File: src/rtl/ecfr_pkg.sv
// Shared constants and types for the clock frame replacer.
`timescale 1ns / 1ps
package ecfr_pkg;

  localparam int MAX_FRAMES = 256;
  localparam int FRAME_W    = $clog2(MAX_FRAMES);
  localparam int COUNT_W    = FRAME_W + 1;

  // Stream widths: payload packed low to high, padded to whole bytes.
  localparam int IN_W   = 16;
  localparam int OUT_W  = 16;
  localparam int USER_W = 2;

  localparam logic [USER_W-1:0] OP_ACCESS  = 2'd0;
  localparam logic [USER_W-1:0] OP_ALLOC   = 2'd1;
  localparam logic [USER_W-1:0] OP_RELEASE = 2'd2;

  localparam logic [COUNT_W-1:0] FRAMES_RESET = COUNT_W'(MAX_FRAMES);

  // One word of frame state.
  typedef struct packed {
    logic free;
    logic referenced;
    logic dirty;
  } frame_entry_t;

endpackage

File: src/rtl/enhanced_clock_frame_replacer_top.sv
// Enhanced second-chance clock frame replacer, top level.
// Sequence: access/release of an in-range frame reads and rewrites its entry; other
//   non-allocate beats go straight to the result. Allocate scans up from frame 0 for
//   the lowest free frame; with none free, the hand sweeps over up to 4 laps.
// Throughput: one item at a time; the next beat is taken once the result is staged.
// Reset: synchronous, active high; a clear pass then writes every frame as
//   free and clean, during which no input beat is taken (config is always taken).
`timescale 1ns / 1ps
module enhanced_clock_frame_replacer_top (
  input  logic                          clk,
  input  logic                          rst,
  // config: active_frames
  input  logic                          cfg_valid,
  output logic                          cfg_ready,
  input  logic [ecfr_pkg::COUNT_W-1:0]  cfg_data,
  // input beats
  input  logic                          s_axis_tvalid,
  output logic                          s_axis_tready,
  input  logic [ecfr_pkg::IN_W-1:0]     s_axis_tdata,   // frame_index[7:0], is_write, new_ref, new_dirty
  input  logic [ecfr_pkg::USER_W-1:0]   s_axis_tuser,   // opcode[1:0]
  // result beats
  output logic                          m_axis_tvalid,
  input  logic                          m_axis_tready,
  output logic [ecfr_pkg::OUT_W-1:0]    m_axis_tdata    // victim_frame[7:0], was_free,
                                                        // writeback_needed, none_found
);
  import ecfr_pkg::*;

  // Sequencer states
  localparam logic [2:0] S_CLEAR = 3'd0;
  localparam logic [2:0] S_IDLE  = 3'd1;
  localparam logic [2:0] S_READ  = 3'd2;
  localparam logic [2:0] S_EVAL  = 3'd3;
  localparam logic [2:0] S_DONE  = 3'd4;

  // What the current read is for
  localparam logic [1:0] M_ACCESS  = 2'd0;
  localparam logic [1:0] M_RELEASE = 2'd1;
  localparam logic [1:0] M_FREE    = 2'd2;
  localparam logic [1:0] M_SWEEP   = 2'd3;

  logic [2:0]         state;
  logic [1:0]         mode;
  logic [FRAME_W-1:0] addr;       // frame for access/release, scan index, clear index
  logic [FRAME_W-1:0] hand;       // clock hand, kept across items
  logic [FRAME_W-1:0] lap_start;  // hand position where the current lap began
  logic [1:0]         pass;       // lap number; bit 0 is the class swept
  logic [COUNT_W-1:0] active_frames;

  // latched input beat
  logic               is_write;
  logic               new_ref;
  logic               new_dirty;

  // result being built
  logic [FRAME_W-1:0] res_victim;
  logic               res_free;
  logic               res_wb;
  logic               res_none;

  // frame state memory, registered read
  frame_entry_t       mem [MAX_FRAMES];
  frame_entry_t       rdata;
  frame_entry_t       wdata;
  logic               we;
  logic [FRAME_W-1:0] waddr;
  logic [FRAME_W-1:0] raddr;
  logic               rd_en;

  logic [COUNT_W-1:0] n_frames;
  logic [FRAME_W-1:0] in_frame;
  logic [FRAME_W-1:0] cur;
  logic [FRAME_W-1:0] cur_next;   // cur + 1 modulo frame count
  logic               cur_last;   // cur is the last active frame
  logic [FRAME_W-1:0] hand_start;
  logic               in_beat;
  logic               out_free;
  logic               victim_hit;

  // clamp the frame count to 1..MAX_FRAMES
  always_comb begin
    if (active_frames == '0) begin
      n_frames = COUNT_W'(1);
    end else if (active_frames > FRAMES_RESET) begin
      n_frames = FRAMES_RESET;
    end else begin
      n_frames = active_frames;
    end
  end

  assign in_frame   = s_axis_tdata[FRAME_W-1:0];
  assign cur        = (mode == M_SWEEP) ? hand : addr;
  assign cur_last   = ({1'b0, cur} + COUNT_W'(1)) == n_frames;
  assign cur_next   = cur_last ? '0 : cur + FRAME_W'(1);
  // a shrunk frame count sends the hand back to frame 0
  assign hand_start = ({1'b0, hand} >= n_frames) ? '0 : hand;

  assign in_beat    = s_axis_tvalid && s_axis_tready;
  assign out_free   = !m_axis_tvalid || m_axis_tready;
  assign victim_hit = (rdata.dirty == pass[0]) && !rdata.referenced;

  assign s_axis_tready = (state == S_IDLE);
  assign cfg_ready     = 1'b1;

  assign rd_en = (state == S_READ);
  assign raddr = cur;

  // memory write: clear pass, read-modify-write of the evaluated frame
  always_comb begin
    we    = 1'b0;
    waddr = cur;
    wdata = rdata;
    if (state == S_CLEAR) begin
      we    = 1'b1;
      waddr = addr;
      wdata = '{free: 1'b1, referenced: 1'b0, dirty: 1'b0};
    end else if (state == S_EVAL) begin
      case (mode)
        M_ACCESS: begin
          we               = 1'b1;
          wdata.referenced = 1'b1;
          wdata.dirty      = rdata.dirty | is_write;
        end
        M_RELEASE: begin
          we         = 1'b1;
          wdata.free = 1'b1;
        end
        M_FREE: begin
          we    = rdata.free;
          wdata = '{free: 1'b0, referenced: new_ref, dirty: new_dirty};
        end
        default: begin
          // sweep: victim takes the new page, same-class referenced frame loses its bit
          if (victim_hit) begin
            we    = 1'b1;
            wdata = '{free: 1'b0, referenced: new_ref, dirty: new_dirty};
          end else if (rdata.dirty == pass[0]) begin
            we               = 1'b1;
            wdata.referenced = 1'b0;
          end
        end
      endcase
    end
  end

  always_ff @(posedge clk) begin
    if (we) begin
      mem[waddr] <= wdata;
    end
    if (rd_en) begin
      rdata <= mem[raddr];
    end
  end

  // config register
  always_ff @(posedge clk) begin
    if (rst) begin
      active_frames <= FRAMES_RESET;
    end else if (cfg_valid && cfg_ready) begin
      active_frames <= cfg_data;
    end
  end

  // sequencer
  always_ff @(posedge clk) begin
    if (rst) begin
      state <= S_CLEAR;
      mode  <= M_ACCESS;
      addr  <= '0;
      hand  <= '0;
      pass  <= '0;
    end else begin
      unique case (state)
        S_CLEAR: begin
          addr <= addr + FRAME_W'(1);
          if (addr == FRAME_W'(MAX_FRAMES - 1)) begin
            state <= S_IDLE;
          end
        end
        S_IDLE: begin
          if (in_beat) begin
            is_write   <= s_axis_tdata[FRAME_W];
            new_ref    <= s_axis_tdata[FRAME_W+1];
            new_dirty  <= s_axis_tdata[FRAME_W+2];
            res_victim <= '0;
            res_free   <= 1'b0;
            res_wb     <= 1'b0;
            res_none   <= 1'b0;
            state      <= S_DONE;
            case (s_axis_tuser)
              OP_ACCESS: begin
                if ({1'b0, in_frame} < n_frames) begin
                  mode  <= M_ACCESS;
                  addr  <= in_frame;
                  state <= S_READ;
                end
              end
              OP_RELEASE: begin
                if ({1'b0, in_frame} < n_frames) begin
                  mode  <= M_RELEASE;
                  addr  <= in_frame;
                  state <= S_READ;
                end
              end
              OP_ALLOC: begin
                mode  <= M_FREE;
                addr  <= '0;
                state <= S_READ;
              end
              default: begin
                state <= S_DONE;  // unused opcode: zero result
              end
            endcase
          end
        end
        S_READ: begin
          state <= S_EVAL;
        end
        S_EVAL: begin
          case (mode) inside
            M_ACCESS, M_RELEASE: begin
              state <= S_DONE;
            end
            M_FREE: begin
              if (rdata.free) begin
                res_victim <= addr;
                res_free   <= 1'b1;
                state      <= S_DONE;
              end else if (cur_last) begin
                // no free frame: start the clock laps
                mode      <= M_SWEEP;
                hand      <= hand_start;
                lap_start <= hand_start;
                pass      <= '0;
                state     <= S_READ;
              end else begin
                addr  <= cur_next;
                state <= S_READ;
              end
            end
            default: begin
              hand <= cur_next;
              if (victim_hit) begin
                res_victim <= hand;
                res_wb     <= rdata.dirty;
                state      <= S_DONE;
              end else if (cur_next == lap_start) begin
                if (pass == 2'd3) begin
                  res_none <= 1'b1;
                  state    <= S_DONE;
                end else begin
                  pass  <= pass + 2'd1;
                  state <= S_READ;
                end
              end else begin
                state <= S_READ;
              end
            end
          endcase
        end
        S_DONE: begin
          if (out_free) begin
            state <= S_IDLE;
          end
        end
        default: begin
          state <= S_IDLE;
        end
      endcase
    end
  end

  // output register: result waits here while the next item is taken
  always_ff @(posedge clk) begin
    if (rst) begin
      m_axis_tvalid <= 1'b0;
    end else if (state == S_DONE && out_free) begin
      m_axis_tvalid <= 1'b1;
    end else if (m_axis_tready) begin
      m_axis_tvalid <= 1'b0;
    end
  end

  always_ff @(posedge clk) begin
    if (state == S_DONE && out_free) begin
      m_axis_tdata <= {{(OUT_W - FRAME_W - 3){1'b0}}, res_none, res_wb, res_free, res_victim};
    end
  end

endmodule

File: config.mk
export PLATFORM = sky130hd
export DESIGN_NAME = enhanced_clock_frame_replacer_top
export DESIGN_NICKNAME = d
export VERILOG_FILES = /design/src/rtl/ecfr_pkg.sv /design/src/rtl/enhanced_clock_frame_replacer_top.sv
export SDC_FILE = /design/constraint.sdc
export NUM_CORES = 1
export LEC_CHECK = 0
export BUFFER_PORTS_ARGS = -buffer_cell sky130_fd_sc_hd__buf_2
export CAP_MARGIN = 30
export CELL_PAD_IN_SITES_DETAIL_PLACEMENT = 0
export CELL_PAD_IN_SITES_GLOBAL_PLACEMENT = 1
export CORE_AREA = 2 2 378 380
export DETAILED_ROUTE_END_ITERATION = 8
export DIE_AREA = 0 0 380 382
export HOLD_SLACK_MARGIN = 0.03
export PLACE_DENSITY_LB_ADDON = 0.1
export RECOVER_POWER = 100
export SKIP_LAST_GASP = 1
export SYNTH_ARGS = -nofsm -noshare
export SYNTH_HDL_FRONTEND = slang
export SYNTH_SLANG_ARGS = --single-unit
File: constraint.sdc
create_clock -name clk -period 14.59 [get_ports clk]
set_input_delay 0.7295 -clock clk [delete_from_list [all_inputs] [get_ports clk]]
set_output_delay 0.7295 -clock clk [all_outputs]
set_load 0.01 [all_outputs]
# ---- Word level (Yosys, flattened, before mapping)
# Memories as Yosys holds them, arrays and structs flattened. A register that Yosys moved wholly into a read port is not among the register bits.
# Cells that the tools add are included.
dict set report word_totals {
  reg_bits 66
  mem_bits_rw 768
  in_bits 32
  out_inout_bits 19
  elab_cells 176
  memories 1
}
dict set report op_classes {
  add_sub_neg 4
  magnitude_cmp 3
  eq_ne 39
  muxes 82
  n_bitwise 4
  n_reduce_logical 27
}
# name words width read_ports rd_clocked_by_memory_dff wr line
set memory_table {}
lappend memory_table {mem 256 3 1 1 1 enhanced_clock_frame_replacer_top.sv:62} ;# frame_entry_t mem [MAX_FRAMES];
# cell n
set op_table {}
lappend op_table {{2-to-1 mux 8 bit} 18}
lappend op_table {{2-to-1 mux 3 bit} 12}
lappend op_table {{case mux 8 bit (2 select lines)} 2}
lappend op_table {{2-to-1 mux 2 bit} 13}
lappend op_table {{2-to-1 mux 1 bit} 24}
lappend op_table {{!= test 2 bit (second input constant)} 12}
lappend op_table {{case mux 8 bit (3 select lines)} 1}
lappend op_table {{AND reduction 6 bit} 4}
lappend op_table {{2-to-1 mux 9 bit} 2}
lappend op_table {{adder 8 x 1 -> 8 bit (second input constant)} 2}
lappend op_table {{AND reduction 8 bit} 2}
lappend op_table {{case mux 3 bit (5 select lines)} 1}
lappend op_table {{!= test 2 x 1 -> 1 bit (second input constant)} 6}
lappend op_table {{case mux 2 bit (3 select lines)} 2}
lappend op_table {{adder 8 x 1 -> 9 bit (second input constant)} 1}
lappend op_table {{equality test 9 bit} 1}
lappend op_table {{greater-or-equal comparator 8 x 9 -> 1 bit} 1}
lappend op_table {{greater-than comparator 9 bit (second input constant)} 1}
lappend op_table {{zero test 9 bit} 1}
lappend op_table {{< comparator 8 x 9 -> 1 bit} 1}
lappend op_table {{!= test 3 x 2 -> 1 bit (second input constant)} 3}
lappend op_table {{!= test 3 bit (second input constant)} 3}
lappend op_table {{AND reduction 9 bit} 1}
lappend op_table {{equality test 2 bit (second input constant)} 4}
lappend op_table {{26 further kinds} 41}

# ---- Longest topological paths before layout
dict set report depth {
  depth_word 11
  depth_mapped 20
  mapped_depth_nobuf 14
}

# ---- Worst setup path before layout
# Ideal clock, no wire load.
dict set report synth_path {
  path_kind {reg-to-reg}
  from {reg state[0]}
  to {mem mem[0][0] in the netlist's numbering, data pin}
  setup_time_ns 2.243
  t_arrival_ns 11.732
  required_time_ns 12.347
  setup_slack_ns 0.615
  stages_incl_launch_ff 7
  n_path_buf 1
  period_less_slack_ns 13.975
  cell_sequence {dfxtp_1 nor2b_1 nand2_1 inv_1 buf_1 o21ai_0 o31ai_1}
}
# item line
set synth_rtl {}
lappend synth_rtl {{start: declaration} enhanced_clock_frame_replacer_top.sv:42} ;# logic [2:0] state;
lappend synth_rtl {{start signal: assignment} enhanced_clock_frame_replacer_top.sv:167} ;# state <= S_CLEAR;
lappend synth_rtl {{start signal: assignment} enhanced_clock_frame_replacer_top.sv:177} ;# state <= S_IDLE;
lappend synth_rtl {{start signal: assignment} enhanced_clock_frame_replacer_top.sv:189} ;# state <= S_DONE;
lappend synth_rtl {{end: declaration} enhanced_clock_frame_replacer_top.sv:62}

# ---- Worst setup path after layout
dict set report layout_path {
  from {reg mode[1]}
  to {mem mem[27][1] in the netlist's numbering, enable pin}
}
dict set report layout_via {
  elab_chain_cells 7
  elab_cells_between_ends 12
  classes_between {eq/ne: 3; mux: 7; reduce/logical: 2}
}
# item line
set layout_rtl {}
lappend layout_rtl {{start: declaration} enhanced_clock_frame_replacer_top.sv:43} ;# logic [1:0] mode;
lappend layout_rtl {{start signal: assignment} enhanced_clock_frame_replacer_top.sv:168} ;# mode <= M_ACCESS;
lappend layout_rtl {{start signal: assignment} enhanced_clock_frame_replacer_top.sv:193} ;# mode <= M_ACCESS;
lappend layout_rtl {{start signal: assignment} enhanced_clock_frame_replacer_top.sv:200} ;# mode <= M_RELEASE;
lappend layout_rtl {{equality test 2 x 1 -> 1 bit or zero test 2 bit (tied branches)} enhanced_clock_frame_replacer_top.sv:118} ;# case (mode)
lappend layout_rtl {{OR reduction 2 bit (no line)} n/a}
lappend layout_rtl {{case mux 1 bit (2 select lines)} enhanced_clock_frame_replacer_top.sv:118}
lappend layout_rtl {{2-to-1 mux 1 bit} enhanced_clock_frame_replacer_top.sv:117} ;# end else if (state == S_EVAL) begin
lappend layout_rtl {{2-to-1 mux 1 bit} enhanced_clock_frame_replacer_top.sv:113} ;# if (state == S_CLEAR) begin
lappend layout_rtl {{2-to-1 mux 1 bit} enhanced_clock_frame_replacer_top.sv:147} ;# if (we) begin
lappend layout_rtl {{2-to-1 mux 1 bit (not written as such)} enhanced_clock_frame_replacer_top.sv:148} ;# mem[waddr] <= wdata;
# Parallel ways exist; a longest one is shown, timed or not.

==> impl_metrics.ini <==
[power]
p_total_w = 0.00536
peakVddDrop_uv = 81.5
p_leak_nw = 13.8
power_density_nw_per_um2 = 129

[global_route]
grt_max_degree = 187
antenna_found_initial = 1
grt-ovfl-total = 0
grt_pass1_wl_mm = 167
first_global_vias = 24200
grtUsageTotal = 0.157

[clock_tree]
cts_hold_buf = 0
clk_pin_slew_worst_paths_ps = 60
clock-sinks = 837
clockBufferDepth = 3
cts_tree = done
clock_latency_ps = 700
ctsResizeCount = 0
cts-buffers-inserted = 100
postCtsSetupRepairBufs = 0
htree_levels = 3
clockRootBuffer = clkbuf_16

[cells_and_area]
nFillCells = 14400
synthToLayoutAreaGrowth_pct = 14.5
num_antenna_cells = 0
fin_nets = 3001
multi_input_area_um2 = 10700
layout.cells.non_filler = 4921
drive_above_1_share = 0.0825
postLayoutCellArea_um2 = 41700
regArea_um2 = 24800

[worst_hold_path]
hold-path-endpoint = is_write
worstHoldPathCells = 1
hold_path.class = in -> reg
min_from = s_axis_tdata[8]

[synth]
synthCells = 2966
ys_warn_count = 0
synth_mux_area_frac = 0.0636
yosys.area_share.adder = 0.00619
synth-compound-area-share = 0.0490
synth_ff_type = edfxtp_1
synth-edff-count = 804
synth_area_um2 = 36400
ys_types = 78
ys_seq_elements = 837
synth_top_family_by_area = simple AND/OR/NAND/NOR gates
yosys.area_share.simple = 0.167
synth_xor_area_frac = 0.00688
seq_area_frac_synth = 0.682
synthArstFlopShare = 0
avgSynthCellArea_um2 = 12.3

[status]
violations = max-capacitance violations, max-slew violations
status = finished, violations left

[worst_setup_path]
rr_endpoint = mem[27][1]
cp-start-kind = register
worstPathRequired_ps = 14900
reg2reg_depth = 8
path_class = reg -> reg
end_kind = register
cp.arrival_ps = 9420
reg2reg_from = mode[1]
path_max_fanout = 55
reg2reg_setup_slack_ps = 5480

[sta]
rsz0062_at_grt = no
period_share = 0.624
min_period_ps = 9110
setup_viol = 0
final-max-slew-violation-count = 756
max-slew-margin-rel = -1.63
finalHoldViolations = 0
fmax_mhz = 110
worst_pin_slew_ps = 3950
tns_ps = 0
fin_worst_skew_ps = 25.3

[placement]
placed_area_um2 = 38600
placed_cells_incl_taps = 4738
finalWeightedCongestion = 0.760
port-buffer-count = 39
dp_hpwl_mm = 64.7

[floorplan]
initial_core_util = 0.258
core_area_um2 = 141000
die_h_um = 382
die-width_um = 380
row_count = 138
dieArea_um2 = 145000
io_pins = 51

[route]
drt_iter0_drc = 1601
vias = 23100
antenna_left = 0
drc = 0
wl_per_cell_um = 23.3
totalWireLength_mm = 115
viasPerCell = 4.70
first_pass_iters = 5

[run]
maxCapViolations = 26
==> registers in the layout, indices dropped and copies added (netlist names) <==
register and cells:
active_frames 9, addr 8, hand 8, is_write 1, lap_start 8, m_axis_tdata 11
m_axis_tvalid 1, mem 768, mode 2, new_dirty 1, new_ref 1, pass 2
rdata 3, res_free 1, res_none 1, res_victim 8, res_wb 1, state 3
==> cells by family after synthesis <==
logic type,Yosys count
fa+ha+maj,18
flops,837
simple gates,1413
xor+xnor,23
buf+inv,226
other cells,2
mux,204
compound gates,243
==> cell usage in the layout (no fill, tap or decap), types with 13 or more instances in the layout <==
cell type    n
buf_2       25
o211ai_1    32
buf_4       18
nand2_1    651
mux2_2      22
clkbuf_1    63
ha_1        18
a21oi_1     29
nor2b_1     18
nor3_1      15
xnor2_1     13
clkbuf_16  102
mux4_2      18
dfxtp_1     33
clkinv_1    19
mux2i_1    159
a311oi_1    38
nand3_1    288
o21ai_0     42
edfxtp_1   804
nor2_1     321
clkinv_2    14
and3_1      58
==> through the flow <==
| step | utilization | hold slack [ps] | setup slack, ps |
|---|---|---|---|
| 2_1_floorplan | - | 400 | 615 |
| 3_3_place_gp | 0.274 | 403 | 9070 |
| 3_5_place_dp | 0.274 | 411 | 9030 |
| 4_1_cts | 0.297 | 154 | 8990 |
| 5_1_grt | 0.296 | 188 | 4900 |
| 6_report | 0.296 | 223 | 5480 |
==> power breakdown <==
group	internal [W]	total (W)	switching (W)
Sequential	0.00260	0.00260	0.00000503
Clock	0.00142	0.00241	0.000992
Combinational	0.000113	0.000347	0.000233
Total	0.00413	0.00536	0.00123
==> per-layer routing <==
metal  GRT usage  share of wire  vias to the layer above  wire [um]
met4      0.0474          0.026                        0       2940
met3      0.0213          0.035                      142       4040
met1       0.204           0.45                    11800      52000
met2       0.271           0.49                      428      55700
met5           0              0                        -          0
li1            -              -                    10800          -
==> synth_stat cells (4+ instances only) <==
cell      instances  area, um2
or4_1             7       52.6
a21oi_1          29        145
o31ai_1          14        105
a222oi_1          7       70.1
and3_1           58        363
buf_4            10       75.1
and2_1            4       25.0
or3_1            10       62.6
o21a_1            4       30.0
a311oi_1         38        333
nand3_1         288       1440
a211oi_1         11       82.6
mux2i_1         161       1610
nand4_1          10       62.6
mux2_2           23        259
a22oi_1           5       37.5
nor2_1          322       1210
buf_2            22        110
o311ai_0          7       61.3
buf_1            35        131
nor2b_1          18        113
nand2b_1         12       75.1
mux4_2           18        405
a21o_1            4       30.0
a221o_1           5       50.1
edfxtp_1        804      24100
inv_1            12       45.0
ha_1             18        225
dfxtp_1          33        661
o22ai_1           6       37.5
nor3_1           15       75.1
xor2_1            6       52.6
a31oi_1           9       56.3
nand2_1         650       2440
o211ai_1         32        240
nor4_1            6       37.5
o21ai_0          42        210
xnor2_1          13        114
a311o_1           6       60.1
clkbuf_1        143        537
==> layout make-up <==
cell class / instances / share of cell area
sequential: 837 / 0.595
multi-input combinational: 1907 / 0.257
clock buffer: 125 / 0.0633
tap: 1890 / 0.0568
timing repair buffer: 91 / 0.0138
clock inverter: 57 / 0.0127
inverter: 14 / 0.00147
==> critical path, cell delays in order, from the launching register on <==
cell and delay [ps]:
dfxtp_1 730, nand2_1 880, mux2i_4 380, clkbuf_1 1900, clkbuf_1 2120, o31ai_1 390, nand2_1 150, clkbuf_1 1730
nor2_1 350
==> worst max path at each step <==
stage                        start         end
after floorplan           state[0]   mem[0][0]
after global placement     mode[1]    rdata[2]
after detailed placement   mode[1]    rdata[1]
after CTS                  mode[1]    rdata[1]
after global routing       mode[1]  mem[26][2]
final                      mode[1]  mem[27][1]
Power figures use the tool's default switching activity.
